===== config.mk =====
export PLATFORM = sky130hd
export DESIGN_NAME = script_byte_validator
export DESIGN_NICKNAME = d
export VERILOG_FILES = /design/src/hdl/sbv_pkg.sv /design/src/hdl/sbv_utf8.sv /design/src/hdl/sbv_sniff.sv /design/src/hdl/script_byte_validator.sv
export SDC_FILE = /design/constraint.sdc
export NUM_CORES = 1
export LEC_CHECK = 0
export ABC_AREA = 1
export BUFFER_PORTS_ARGS = -buffer_cell sky130_fd_sc_hd__buf_2
export CAP_MARGIN = 20
export CORE_MARGIN = 4
export CORE_UTILIZATION = 25
export CTS_CLUSTER_DIAMETER = 50
export CTS_CLUSTER_SIZE = 12
export DETAILED_ROUTE_END_ITERATION = 10
export HOLD_SLACK_MARGIN = 0.02
export PLACE_DENSITY_LB_ADDON = 0.25
export SYNTH_ARGS = -nofsm -noshare
export SYNTH_HDL_FRONTEND = slang
export SYNTH_SLANG_ARGS = --single-unit

===== constraint.sdc =====
create_clock -name clock -period 3.3 [get_ports clock]
set_input_delay 0.33 -clock clock [delete_from_list [all_inputs] [get_ports clock]]
set_output_delay 0.33 -clock clock [all_outputs]
set_load 0.1 [all_outputs]

===== src/hdl/sbv_pkg.sv =====
package sbv_pkg;

   localparam int unsigned BYTE_W = 8;
   localparam int unsigned COUNT_W = 32;
   localparam int unsigned CP_W = 21;
   localparam int unsigned TAG_COUNT = 4;
   localparam int unsigned TAG_SLOTS = 16;
   localparam int unsigned SNIFF_WINDOW_DEFAULT = 1024;
   localparam logic [COUNT_W-1:0] MAX_LENGTH_RESET = 32'd4194304;

   typedef struct packed {
      logic [BYTE_W-1:0] data_byte;
      logic              last;
   } req_payload_type;

   typedef enum logic [2:0] {
      STATUS_OK        = 3'd0,
      STATUS_TOO_LONG  = 3'd1,
      STATUS_ZERO_BYTE = 3'd2,
      STATUS_BAD_UTF8  = 3'd3,
      STATUS_HTML      = 3'd4
   } status_type;

   typedef struct packed {
      status_type         status;
      logic [COUNT_W-1:0] byte_total;
   } rsp_payload_type;

   // advance: the held beat is consumed this cycle; clear: it ends the stream
   typedef struct packed {
      logic advance;
      logic clear;
   } step_type;

   // "<!doctype html", "<html", "<head", "<body", zero padded
   localparam logic [BYTE_W-1:0] TAG_TEXT [TAG_COUNT][TAG_SLOTS] = '{
      '{8'h3C, 8'h21, 8'h64, 8'h6F, 8'h63, 8'h74, 8'h79, 8'h70,
        8'h65, 8'h20, 8'h68, 8'h74, 8'h6D, 8'h6C, 8'h00, 8'h00},
      '{8'h3C, 8'h68, 8'h74, 8'h6D, 8'h6C, 8'h00, 8'h00, 8'h00,
        8'h00, 8'h00, 8'h00, 8'h00, 8'h00, 8'h00, 8'h00, 8'h00},
      '{8'h3C, 8'h68, 8'h65, 8'h61, 8'h64, 8'h00, 8'h00, 8'h00,
        8'h00, 8'h00, 8'h00, 8'h00, 8'h00, 8'h00, 8'h00, 8'h00},
      '{8'h3C, 8'h62, 8'h6F, 8'h64, 8'h79, 8'h00, 8'h00, 8'h00,
        8'h00, 8'h00, 8'h00, 8'h00, 8'h00, 8'h00, 8'h00, 8'h00}
   };

   localparam logic [3:0] TAG_LEN [TAG_COUNT] = '{4'd14, 4'd5, 4'd5, 4'd5};

endpackage


===== src/hdl/sbv_utf8.sv =====
module sbv_utf8 (
   input  logic                      clock,
   input  logic                      reset,
   input  sbv_pkg::step_type         step,
   input  logic [sbv_pkg::BYTE_W-1:0] data_byte,
   output logic                      broken
);
   import sbv_pkg::*;

   logic [1:0]      pend_ff, pend_in;
   logic [1:0]      seq_ff, seq_in;
   logic [CP_W-1:0] acc_ff, acc_in;
   logic            broken_ff, broken_in;
   logic [CP_W-1:0] cp;
   logic            bad;

   always_comb begin
      pend_in = pend_ff;
      seq_in  = seq_ff;
      acc_in  = acc_ff;
      bad     = 1'b0;
      cp      = {acc_ff[CP_W-7:0], data_byte[5:0]};
      if (!broken_ff) begin
         if (pend_ff == 2'd0) begin
            if (data_byte[7:5] == 3'b110) begin
               acc_in  = {16'd0, data_byte[4:0]};
               bad     = (data_byte[4:0] == 5'd0);
               pend_in = 2'd1;
               seq_in  = 2'd1;
            end else if (data_byte[7:4] == 4'b1110) begin
               acc_in  = {17'd0, data_byte[3:0]};
               pend_in = 2'd2;
               seq_in  = 2'd2;
            end else if (data_byte[7:3] == 5'b11110) begin
               acc_in  = {18'd0, data_byte[2:0]};
               pend_in = 2'd3;
               seq_in  = 2'd3;
            end else if (data_byte[7]) begin
               bad = 1'b1;
            end
         end else if (data_byte[7:6] != 2'b10) begin
            bad = 1'b1;
         end else begin
            acc_in  = cp;
            pend_in = pend_ff - 2'd1;
            if (pend_ff == 2'd1) begin
               // overlong, beyond U+10FFFF, or surrogate
               bad = (seq_ff == 2'd1 && cp < 21'h80) ||
                     (seq_ff == 2'd2 && cp < 21'h800) ||
                     (seq_ff == 2'd3 && cp < 21'h10000) ||
                     (cp > 21'h10FFFF) ||
                     (cp >= 21'h0D800 && cp <= 21'h0DFFF);
               seq_in = 2'd0;
            end
         end
         if (bad) begin
            pend_in = 2'd0;
            seq_in  = 2'd0;
            acc_in  = '0;
         end
      end
      broken_in = broken_ff | bad;
      // continuation bytes still owed count against the stream at its end
      broken = broken_in | (pend_in != 2'd0);
   end

   always_ff @(posedge clock) begin
      if (reset || (step.advance && step.clear)) begin
         pend_ff   <= '0;
         seq_ff    <= '0;
         acc_ff    <= '0;
         broken_ff <= 1'b0;
      end else if (step.advance) begin
         pend_ff   <= pend_in;
         seq_ff    <= seq_in;
         acc_ff    <= acc_in;
         broken_ff <= broken_in;
      end
   end

endmodule


===== src/hdl/sbv_sniff.sv =====
module sbv_sniff (
   input  logic                      clock,
   input  logic                      reset,
   input  sbv_pkg::step_type         step,
   input  logic                      enable,
   input  logic [sbv_pkg::BYTE_W-1:0] data_byte,
   output logic                      markup
);
   import sbv_pkg::*;

   typedef enum logic [2:0] {
      SNIFF_SKIP  = 3'b001,
      SNIFF_MATCH = 3'b010,
      SNIFF_DONE  = 3'b100
   } sniff_state_type;

   sniff_state_type        phase_ff, phase_in;
   logic [3:0]             mpos_ff, mpos_in, mpos_use, mpos_next;
   logic [TAG_COUNT-1:0]   cand_ff, cand_in, cand_use, keep;
   logic                   markup_ff, markup_in;
   logic [BYTE_W-1:0]      lc;
   logic                   ws, matching, hit;

   always_comb begin
      lc = (data_byte >= 8'h41 && data_byte <= 8'h5A) ? data_byte + 8'h20 : data_byte;
      ws = (lc == 8'h20) || (lc == 8'h09) || (lc == 8'h0D) || (lc == 8'h0A);

      phase_in  = phase_ff;
      mpos_in   = mpos_ff;
      cand_in   = cand_ff;
      markup_in = markup_ff;
      mpos_use  = mpos_ff;
      cand_use  = cand_ff;
      matching  = 1'b0;
      hit       = 1'b0;

      if (enable) begin
         unique case (phase_ff)
            SNIFF_SKIP: begin
               if (!ws) begin
                  matching = 1'b1;
                  mpos_use = '0;
                  cand_use = '1;
               end
            end
            SNIFF_MATCH: begin
               matching = 1'b1;
            end
            default: begin
               matching = 1'b0;
            end
         endcase
      end

      for (int k = 0; k < TAG_COUNT; k++) begin
         keep[k] = cand_use[k] && (mpos_use < TAG_LEN[k]) && (TAG_TEXT[k][mpos_use] == lc);
      end
      mpos_next = mpos_use + 4'd1;
      for (int k = 0; k < TAG_COUNT; k++) begin
         hit = hit | (keep[k] && (mpos_next == TAG_LEN[k]));
      end

      if (matching) begin
         cand_in  = keep;
         mpos_in  = mpos_next;
         phase_in = SNIFF_MATCH;
         if (hit) begin
            markup_in = 1'b1;
         end
         if (hit || keep == '0) begin
            phase_in = SNIFF_DONE;
         end
      end
      markup = markup_in;
   end

   always_ff @(posedge clock) begin
      if (reset || (step.advance && step.clear)) begin
         phase_ff  <= SNIFF_SKIP;
         mpos_ff   <= '0;
         cand_ff   <= '1;
         markup_ff <= 1'b0;
      end else if (step.advance) begin
         phase_ff  <= phase_in;
         mpos_ff   <= mpos_in;
         cand_ff   <= cand_in;
         markup_ff <= markup_in;
      end
   end

endmodule


===== src/hdl/script_byte_validator.sv =====
// Channel | Dir | Ports                              | Beat
// req     | in  | req_valid, req_ready, req_payload  | one stream byte, last flag
// rsp     | out | rsp_valid, rsp_ready, rsp_payload  | status, byte_total per stream
// csr     | in  | csr_valid, csr_ready, csr_data     | max_length write
//
// One byte per clock sustained while no held result stalls a last beat; a last
// beat's result is loaded from the input register into the result register when
// that beat advances, and is handed off from the result register.
// Reset sets max_length to 4194304 and clears all stream state.
// A held result stalls only the next last beat; other bytes keep flowing.
module script_byte_validator #(
   parameter int unsigned SNIFF_WINDOW = sbv_pkg::SNIFF_WINDOW_DEFAULT
) (
   input  logic                        clock,
   input  logic                        reset,
   input  logic                        req_valid,
   output logic                        req_ready,
   input  sbv_pkg::req_payload_type    req_payload,
   output logic                        rsp_valid,
   input  logic                        rsp_ready,
   output sbv_pkg::rsp_payload_type    rsp_payload,
   input  logic                        csr_valid,
   output logic                        csr_ready,
   input  logic [sbv_pkg::COUNT_W-1:0] csr_data
);
   import sbv_pkg::*;

   logic               in_valid_ff, in_valid_in;
   req_payload_type    in_payload_ff;
   logic               rsp_valid_ff, rsp_valid_in;
   rsp_payload_type    rsp_payload_ff, rsp_payload_in;
   logic [COUNT_W-1:0] max_ff;
   logic [COUNT_W-1:0] count_ff, count_in;
   logic               exceed_ff, exceed_in;
   logic               zero_ff, zero_in;
   logic               advance, sniff_en, utf8_broken, markup;
   step_type           step;

   assign advance = in_valid_ff && (!in_payload_ff.last || !rsp_valid_ff || rsp_ready);
   assign req_ready = !in_valid_ff || advance;
   assign csr_ready = 1'b1;
   assign step.advance = advance;
   assign step.clear = in_payload_ff.last;

   // saturated counter compares as exceeding any limit
   assign count_in  = (&count_ff) ? count_ff : count_ff + 32'd1;
   assign exceed_in = exceed_ff | (count_ff >= max_ff);
   assign zero_in   = zero_ff | (in_payload_ff.data_byte == 8'h00);
   assign sniff_en  = count_ff < COUNT_W'(SNIFF_WINDOW);

   sbv_utf8 u_utf8 (
      .clock     (clock),
      .reset     (reset),
      .step      (step),
      .data_byte (in_payload_ff.data_byte),
      .broken    (utf8_broken)
   );

   sbv_sniff u_sniff (
      .clock     (clock),
      .reset     (reset),
      .step      (step),
      .enable    (sniff_en),
      .data_byte (in_payload_ff.data_byte),
      .markup    (markup)
   );

   always_comb begin
      rsp_payload_in.byte_total = count_in;
      if (exceed_in) begin
         rsp_payload_in.status = STATUS_TOO_LONG;
      end else if (zero_in) begin
         rsp_payload_in.status = STATUS_ZERO_BYTE;
      end else if (utf8_broken) begin
         rsp_payload_in.status = STATUS_BAD_UTF8;
      end else if (markup) begin
         rsp_payload_in.status = STATUS_HTML;
      end else begin
         rsp_payload_in.status = STATUS_OK;
      end

      if (req_valid && req_ready) begin
         in_valid_in = 1'b1;
      end else if (advance) begin
         in_valid_in = 1'b0;
      end else begin
         in_valid_in = in_valid_ff;
      end

      if (advance && in_payload_ff.last) begin
         rsp_valid_in = 1'b1;
      end else if (rsp_ready) begin
         rsp_valid_in = 1'b0;
      end else begin
         rsp_valid_in = rsp_valid_ff;
      end
   end

   always_ff @(posedge clock) begin
      if (reset) begin
         in_valid_ff  <= 1'b0;
         rsp_valid_ff <= 1'b0;
         max_ff       <= MAX_LENGTH_RESET;
      end else begin
         in_valid_ff  <= in_valid_in;
         rsp_valid_ff <= rsp_valid_in;
         if (csr_valid && csr_ready) begin
            max_ff <= csr_data;
         end
      end
   end

   always_ff @(posedge clock) begin
      if (reset || (advance && in_payload_ff.last)) begin
         count_ff  <= '0;
         exceed_ff <= 1'b0;
         zero_ff   <= 1'b0;
      end else if (advance) begin
         count_ff  <= count_in;
         exceed_ff <= exceed_in;
         zero_ff   <= zero_in;
      end
   end

   always_ff @(posedge clock) begin
      if (req_valid && req_ready) begin
         in_payload_ff <= req_payload;
      end
      if (advance && in_payload_ff.last) begin
         rsp_payload_ff <= rsp_payload_in;
      end
   end

   assign rsp_valid   = rsp_valid_ff;
   assign rsp_payload = rsp_payload_ff;

endmodule


* Word-level counts from Yosys, hierarchy flattened
Memories as Yosys holds them, arrays and structs flattened.
Index checks and enable logic that the tools add are counted.
** Word-level totals
- Word-level logic and storage cells :: 177
- Bits in read-only memories :: 512
- Register bits :: 144
- Memories kept :: 4
- Input bits :: 46
- Output and inout bits :: 38
** Cells by class
- Reduce and logical (&&, ||, !) cells :: 48
- Order comparisons :: 13
- Mux-type cells :: 58
- Eq/ne operators :: 22
- Bitwise operators :: 9
- $add $sub $neg :: 4
** Memory list
- (no name shown) :: words 16, bits a word 8, rd ports 1, clocked after Yosys merged registers in 0, wr ports 0, line sbv_sniff.sv:56 : keep[k] = cand_use[k] && (mpos_use < TAG_LEN[k]) && (TAG_TEXT[k][mpos_use] == lc);
- (no name shown) :: words 16, bits a word 8, rd ports 1, clocked after Yosys merged registers in 0, wr ports 0, line sbv_sniff.sv:56
- (no name shown) :: words 16, bits a word 8, rd ports 1, clocked after Yosys merged registers in 0, wr ports 0, line sbv_sniff.sv:56
- (no name shown) :: words 16, bits a word 8, rd ports 1, clocked after Yosys merged registers in 0, wr ports 0, line sbv_sniff.sv:56
** Operators by type and width (count)
- 15-bit two-way mux :: 6
- 8-bit two-way mux :: 9
- 32-bit by 1-bit adder with 32-bit output, second input constant :: 1
- 8-bit == test :: 4
- 32-bit >= comparator :: 1
- 32-bit by 11-bit less-than comparator with 1-bit output, second input constant :: 1
- 2-bit two-way mux :: 16
- 32-bit two-way mux :: 1
- 32-bit AND reduction :: 1
- 8-bit by 4-bit == test with 1-bit output, second input constant :: 3
- 4-bit two-way mux :: 6
- 21-bit by 16-bit >= comparator with 1-bit output, second input constant :: 1
- 21-bit > comparator, second input constant :: 1
- 21-bit by 16-bit <= comparator with 1-bit output, second input constant :: 1
- 21-bit by 12-bit less-than comparator with 1-bit output, second input constant :: 1
- 21-bit by 17-bit less-than comparator with 1-bit output, second input constant :: 1
- 21-bit by 8-bit less-than comparator with 1-bit output, second input constant :: 1
- 1-bit logical AND :: 20
- 1-bit two-way mux :: 17
- 1-bit logical OR :: 12
- 8-bit by 6-bit adder with 8-bit output, second input constant :: 1
- 4-bit == test, second input constant :: 2
- 8-bit by 6-bit == test with 1-bit output, second input constant :: 1
- 8-bit by 7-bit >= comparator with 1-bit output, second input constant :: 1
- other kinds (32) :: 45

* Logic depth before layout (Yosys ltp)
- Depth in word-level cells :: 25
- Gate-level depth with buffers :: 30
- Mapped depth without buffers :: 30

* Cells and area by module
A second synthesis with hierarchy kept.
** Unflattened totals
- Cells, all modules :: 1227
- Area total of the unflattened synthesis :: 8728.4 µm²
** Modules (own cells, without submodules)
- script_byte_validator :: area each 5940.7 µm², cells an instance 760, times used 1, seq. area each 2682.6 µm²
- sbv_sniff :: area each 1545.2 µm², cells an instance 275, times used 1, seq. area each 240.2 µm²
- sbv_utf8 :: area each 1242.4 µm², cells an instance 192, times used 1, seq. area each 400.4 µm²

* Least setup slack after synthesis
Ideal clock, no wire load.
- Path kind :: reg2reg
- Start point :: register in_payload_ff[6] in the netlist's numbering
- End point :: register rsp_payload_ff, in the netlist rsp_payload[34], data pin
- Period minus slack after synthesis :: 3223 ps
- Required time :: 3154 ps
- Setup slack :: 77 ps
- Cell stages (with the launch flop) :: 29
- Arrival time :: 3077 ps
- Cell sequence :: edfxtp_1 -> inv_2 -> ha_1 -> nand2_1 -> nor2_1 -> nand2_2 -> nand2_4 -> nand2_2 -> nand2_2 -> nand2_2 -> nor2_4 -> nand2_4 -> nand2_8 -> buf_12 -> nand2_1 -> ha_1 -> inv_1 -> nand2_1 -> nand3_1 -> nand3_1 -> nand2_1 -> nand2_1 -> nand2_1 -> nand2_1 -> nor2_2 -> nand3_1 -> a21oi_2 -> nand3_1 -> a21oi_1
** Between the ends
- Cells in the longest elaborated chain, start to end :: 23
- Elaborated cells between the ends (all ways) :: 98
- Classes of those cells :: add/sub: 2; order compare: 10; eq/ne: 13; mux: 35; bitwise: 7; reduce/logical: 27; memory: 4
** RTL lines
- from (decl) :: line script_byte_validator.sv:29 : req_payload_type in_payload_ff;
- from (signal assigned) :: line script_byte_validator.sv:127 : in_payload_ff <= req_payload;
- 8-bit by 7-bit >= comparator with 1-bit output or 8-bit by 7-bit <= comparator with 1-bit output (tied branches) :: line sbv_sniff.sv:25 : lc = (data_byte >= 8'h41 && data_byte <= 8'h5A) ? data_byte + 8'h20 : data_byte;
- 1-bit logical AND :: line sbv_sniff.sv:25
- 8-bit two-way mux :: line sbv_sniff.sv:25
- 8-bit by 6-bit == test with 1-bit output or 8-bit by 4-bit == test with 1-bit output (tied branches) :: line sbv_sniff.sv:26 : ws = (lc == 8'h20) || (lc == 8'h09) || (lc == 8'h0D) || (lc == 8'h0A);
- 1-bit logical OR (3 in series) :: line sbv_sniff.sv:26
- 4-bit two-way mux :: line sbv_sniff.sv:40 : if (!ws) begin
- 4-bit two-way mux :: line sbv_sniff.sv:38 : unique case (phase_ff)
- 4-bit two-way mux :: line sbv_sniff.sv:37 : if (enable) begin
- (+2 left out)
- 8-bit two-way mux (not written as such) (2 in series) :: line sbv_sniff.sv:56
- 8-bit == test :: line sbv_sniff.sv:56
- 1-bit logical AND :: line sbv_sniff.sv:56
- 1-bit logical AND :: line sbv_sniff.sv:60 : hit = hit | (keep[k] && (mpos_next == TAG_LEN[k]));
- 1-bit OR (3 in series) :: line sbv_sniff.sv:60
- 1-bit two-way mux :: line sbv_sniff.sv:67 : if (hit) begin
- 1-bit two-way mux :: line sbv_sniff.sv:63 : if (matching) begin
- 3-bit two-way mux :: line script_byte_validator.sv:76 : end else if (markup) begin
- to (signal assigned) :: line script_byte_validator.sv:130 : rsp_payload_ff <= rsp_payload_in;
- to (decl) :: line script_byte_validator.sv:31 : rsp_payload_type rsp_payload_ff, rsp_payload_in;
Several ways; a longest one is shown, not always the timed one. The select of a mux whose other input is x is not followed.
A chain may end at the register's enable or synchronous reset.

* Worst setup path after layout
- Start point :: register in_payload_ff[6] in the netlist's numbering
- End point :: register rsp_payload_ff, in the netlist rsp_payload[34], data pin
** Between the ends
- Elaborated cells between the ends (all ways) :: 98
- Classes of those cells :: add/sub: 2; order compare: 10; eq/ne: 13; mux: 35; bitwise: 7; reduce/logical: 27; memory: 4
** RTL lines
- 8-bit by 7-bit >= comparator with 1-bit output or 8-bit by 7-bit <= comparator with 1-bit output (tied branches) :: line sbv_sniff.sv:25
- 1-bit logical AND :: line sbv_sniff.sv:25
- 8-bit two-way mux * :: line sbv_sniff.sv:25
- 8-bit by 6-bit == test with 1-bit output or 8-bit by 4-bit == test with 1-bit output (tied branches) :: line sbv_sniff.sv:26
- 1-bit logical OR (2 in series) :: line sbv_sniff.sv:26
- 1-bit logical OR * :: line sbv_sniff.sv:26
- 4-bit two-way mux * :: line sbv_sniff.sv:40
- 4-bit two-way mux * :: line sbv_sniff.sv:38
- (+2 left out)
- net u_sniff.mpos_next[0] :: line sbv_sniff.sv:18 : logic [3:0] mpos_ff, mpos_in, mpos_use, mpos_next;
- 4-bit == test or 4-bit by 3-bit == test with 1-bit output (tied branches) :: line sbv_sniff.sv:60
- 1-bit logical AND :: line sbv_sniff.sv:60
- 1-bit OR (2 in series) :: line sbv_sniff.sv:60
- 1-bit OR * :: line sbv_sniff.sv:60
- 1-bit two-way mux * :: line sbv_sniff.sv:67
- 1-bit two-way mux * :: line sbv_sniff.sv:63
- 3-bit two-way mux * :: line script_byte_validator.sv:76
The timed path passes the listed nets; every way through them passes the cells marked *. The select of a mux whose other input is x is not followed.

==> results.toml <==
[routing]
via_per_inst = 4.63
drt_wl_total_um = 23300
vias = 7299
wl_per_cell_um = 14.8
postRouteAntennaNets = 0
drt_iter0_markers = 295
first_pass_iters = 5
route.detailed.drc = 0

[global_route]
grt_pass1_vias = 6858
grt_max_degree = 60
grtUsageTotal = 0.130
grt-ovfl-total = 0
grt_first_pass_wirelength_um = 37300
antenna_found_initial = 0

[sta]
finalCritPeriodShare = 0.992
setup_viol = 0
max_freq_mhz = 306
tightest_slew_ns = 0.734
fin_worst_skew_ns = 0.0115
slew_headroom = 0.510
finalSetupTns_ns = 0
min_period_ns = 3.27
rsz0062_at_grt = "yes"
finalMaxSlewViolations = 0
setup_slack_ns = 0.0278
hold_viol_final = 0

[pwr]
p_leak_uw = 0.00445
clockPowerShare = 0.412
p_sw_uw = 1430
total_power_uw = 4700
p_int_uw = 3270
pwr-share-seq = 0.420
p_sw_frac = 0.304
irDropWorstVdd_v = 0.000383
powerDensity_nw_per_um2 = 468
p_comb_frac = 0.168

[clocking]
cts.sinks = 144
clk_pin_slew_ns = 0.07
clock_latency_ns = 0.43
cts_hold_buf = 0
cts_made_buffers = 17
htreeDepth = 4
cts_tree = "built"
ctsRootBufferMaster = "clkbuf_16"
clockBufferDepth = 2

[worst_setup_path]
crit_arrival_ns = 3.55
crit_path_start_kind = "flop"
critical_path_class = "reg -> reg"
critPathMaxFanout = 7
end_kind = "flop"
crit_required_ns = 3.58

[synthesis]
yosys_warnings = 0
yosysSeqAreaShare = 0.411
synth_edf_count = 44
synth_flop_cell = "dfxtp_1"
ys_async_sr_fraction = 0
synth_fp_nets = 1135
netlist_area_um2 = 8090
syn_avg_cell_area_um2 = 7.73
post_synth_num_cell_types = 53
syn_inst = 1046
ys_ff_latch = 144

[layout]
final_nets = 1249
drive_gt1_frac = 0.202
stdcell_area_um2 = 10000
final_cells = 1575
area_growth_syn_to_layout_pct = 24.0
antenna_cells = 0
final_cell_mix = "149 x nand2_1, 142 x inv_1, 100 x a21oi_1, 100 x dfxtp_1, 87 x o21ai_0"
final_common_cell = "nand2_1"

[hold_path]
hold_class = "in -> reg"

[floorplan]
io_pins = 84
die-area_um2 = 35300
die_w_um = 188
num_rows = 65
die_h_um = 188
initial_core_util = 0.255
core_area_um2 = 31700

[place]
gp_congestion = 0.893
placed_cell_area_um2 = 9140
portBuffers = 82
dpl.cell_count = 1536
dp_slack_ns = -0.0261
dpl.hpwl_um = 17300

[run]
drv_cap = 0

[run_status]
status = "finished, final reports clean"
==> power groups by stage <==
stage	registers [uW]	clock network, uW	logic, uW
floorplan	2100	0	444
global placement	2010	0	752
detailed placement	2010	0	758
CTS	1970	1990	763
global route	1980	2050	883
finish	1970	1930	790
==> repair_timing <==
| item | in CTS | in global routing |
|---|---|---|
| setup endpoints to repair | 1 | 10 |
| gates cloned | 0 | 1 |
| pin swaps | 1 | 21 |
| gates resized for setup | 1 | 56 |
| setup buffers | 1 | 5 |
==> critical path: stages (launching register included) <==
cell      delay, ns
edfxtp_1       0.40
inv_2          0.11
buf_4          0.13
nand2_2        0.06
a21oi_2        0.17
nand2_4        0.09
nand3b_1       0.17
nand2_4        0.08
nor2_4         0.13
nand2_4        0.10
nand2_8        0.15
nand2_8        0.09
inv_6          0.10
ha_4           0.20
inv_4          0.07
nand2_2        0.06
nand2_1        0.05
nand2_1        0.07
nand2_1        0.07
nand2_1        0.04
nand2_1        0.08
nand2_1        0.07
nor2_2         0.14
nand3_2        0.11
a21oi_2        0.16
nand3_1        0.08
a21oi_1        0.15
==> sequential cells by signal, summed over array words and instances (netlist names) <==
name / cells
exceed_ff: 1
u_sniff.cand_ff: 4
u_sniff.mpos_ff: 4
rsp_valid: 1
count_ff: 32
in_payload_ff: 9
zero_ff: 1
u_utf8.pend_ff: 2
u_utf8.acc_ff: 15
max_ff: 32
u_utf8.broken_ff: 1
u_utf8.seq_ff: 2
u_sniff.phase_ff: 3
rsp_payload: 35
in_valid_ff: 1
u_sniff.markup_ff: 1
==> cell families after synthesis <==
family,count (synthesis),share of synthesized area
simple gates,411,0.243
compound gates,223,0.148
buf+inv,194,0.0992
flops,144,0.411
fa+ha+maj,43,0.0665
xor+xnor,30,0.0325
other cells,1,0.000464
==> area by class of cell <==
class / instances / area (um^2)
Clock buffer: 19 / 454
Timing Repair Buffer: 135 / 833
Fill cell: 3436 / 21700
Inverter: 153 / 591
Tap cell: 402 / 503
Sequential cell: 144 / 3320
Multi-Input combinational cell: 709 / 4190
Clock inverter: 13 / 128
==> worst paths after layout <==
check / startpoint / end / slack (ns) / depth (start not counted)
max: in_payload_ff[6] / rsp_payload[34] / 0.03 / 26
min: req_payload[5] / in_payload_ff[5] / 0.08 / 1
max reg2reg: in_payload_ff[6] / rsp_payload[34] / 0.03 / 26
min reg2reg: u_sniff.markup_ff / u_sniff.markup_ff / 0.46 / 2
==> layer usage <==
metal  routed length [um]  track usage  up-vias
met4                  316       0.0336        0
met2                10100        0.201      174
met3                  878       0.0210       22
met1                12000        0.189     3368
li1                     -            -     3735
met5                    0            0        -
==> stage by stage <==
step | hold WS [ns] | util
after floorplan | 0.399 | -
after global placement | 0.450 | 0.288
after detailed placement | 0.455 | 0.288
after CTS | 0.0583 | 0.307
after global routing | 0.0559 | 0.316
final | 0.0774 | 0.316
==> synthesized netlist by cell type, types with 4 or more instances <==
cell type	instances	share of area
ha_1	43	0.067
buf_2	5	0.0031
nor4_1	8	0.0062
o21ai_0	88	0.054
nand3_1	71	0.044
a211oi_1	10	0.0093
nor2_1	83	0.039
nand2_2	12	0.0093
inv_1	148	0.069
nand3_2	6	0.0074
xor2_1	29	0.031
nand2_1	159	0.074
edfxtp_1	44	0.16
dfxtp_1	100	0.25
a31oi_1	5	0.0039
nand4_1	31	0.024
nand3b_1	4	0.0037
clkbuf_1	27	0.013
nor3_1	20	0.012
a21oi_1	102	0.063
Note: power is estimated with default switching activity, not from simulation.
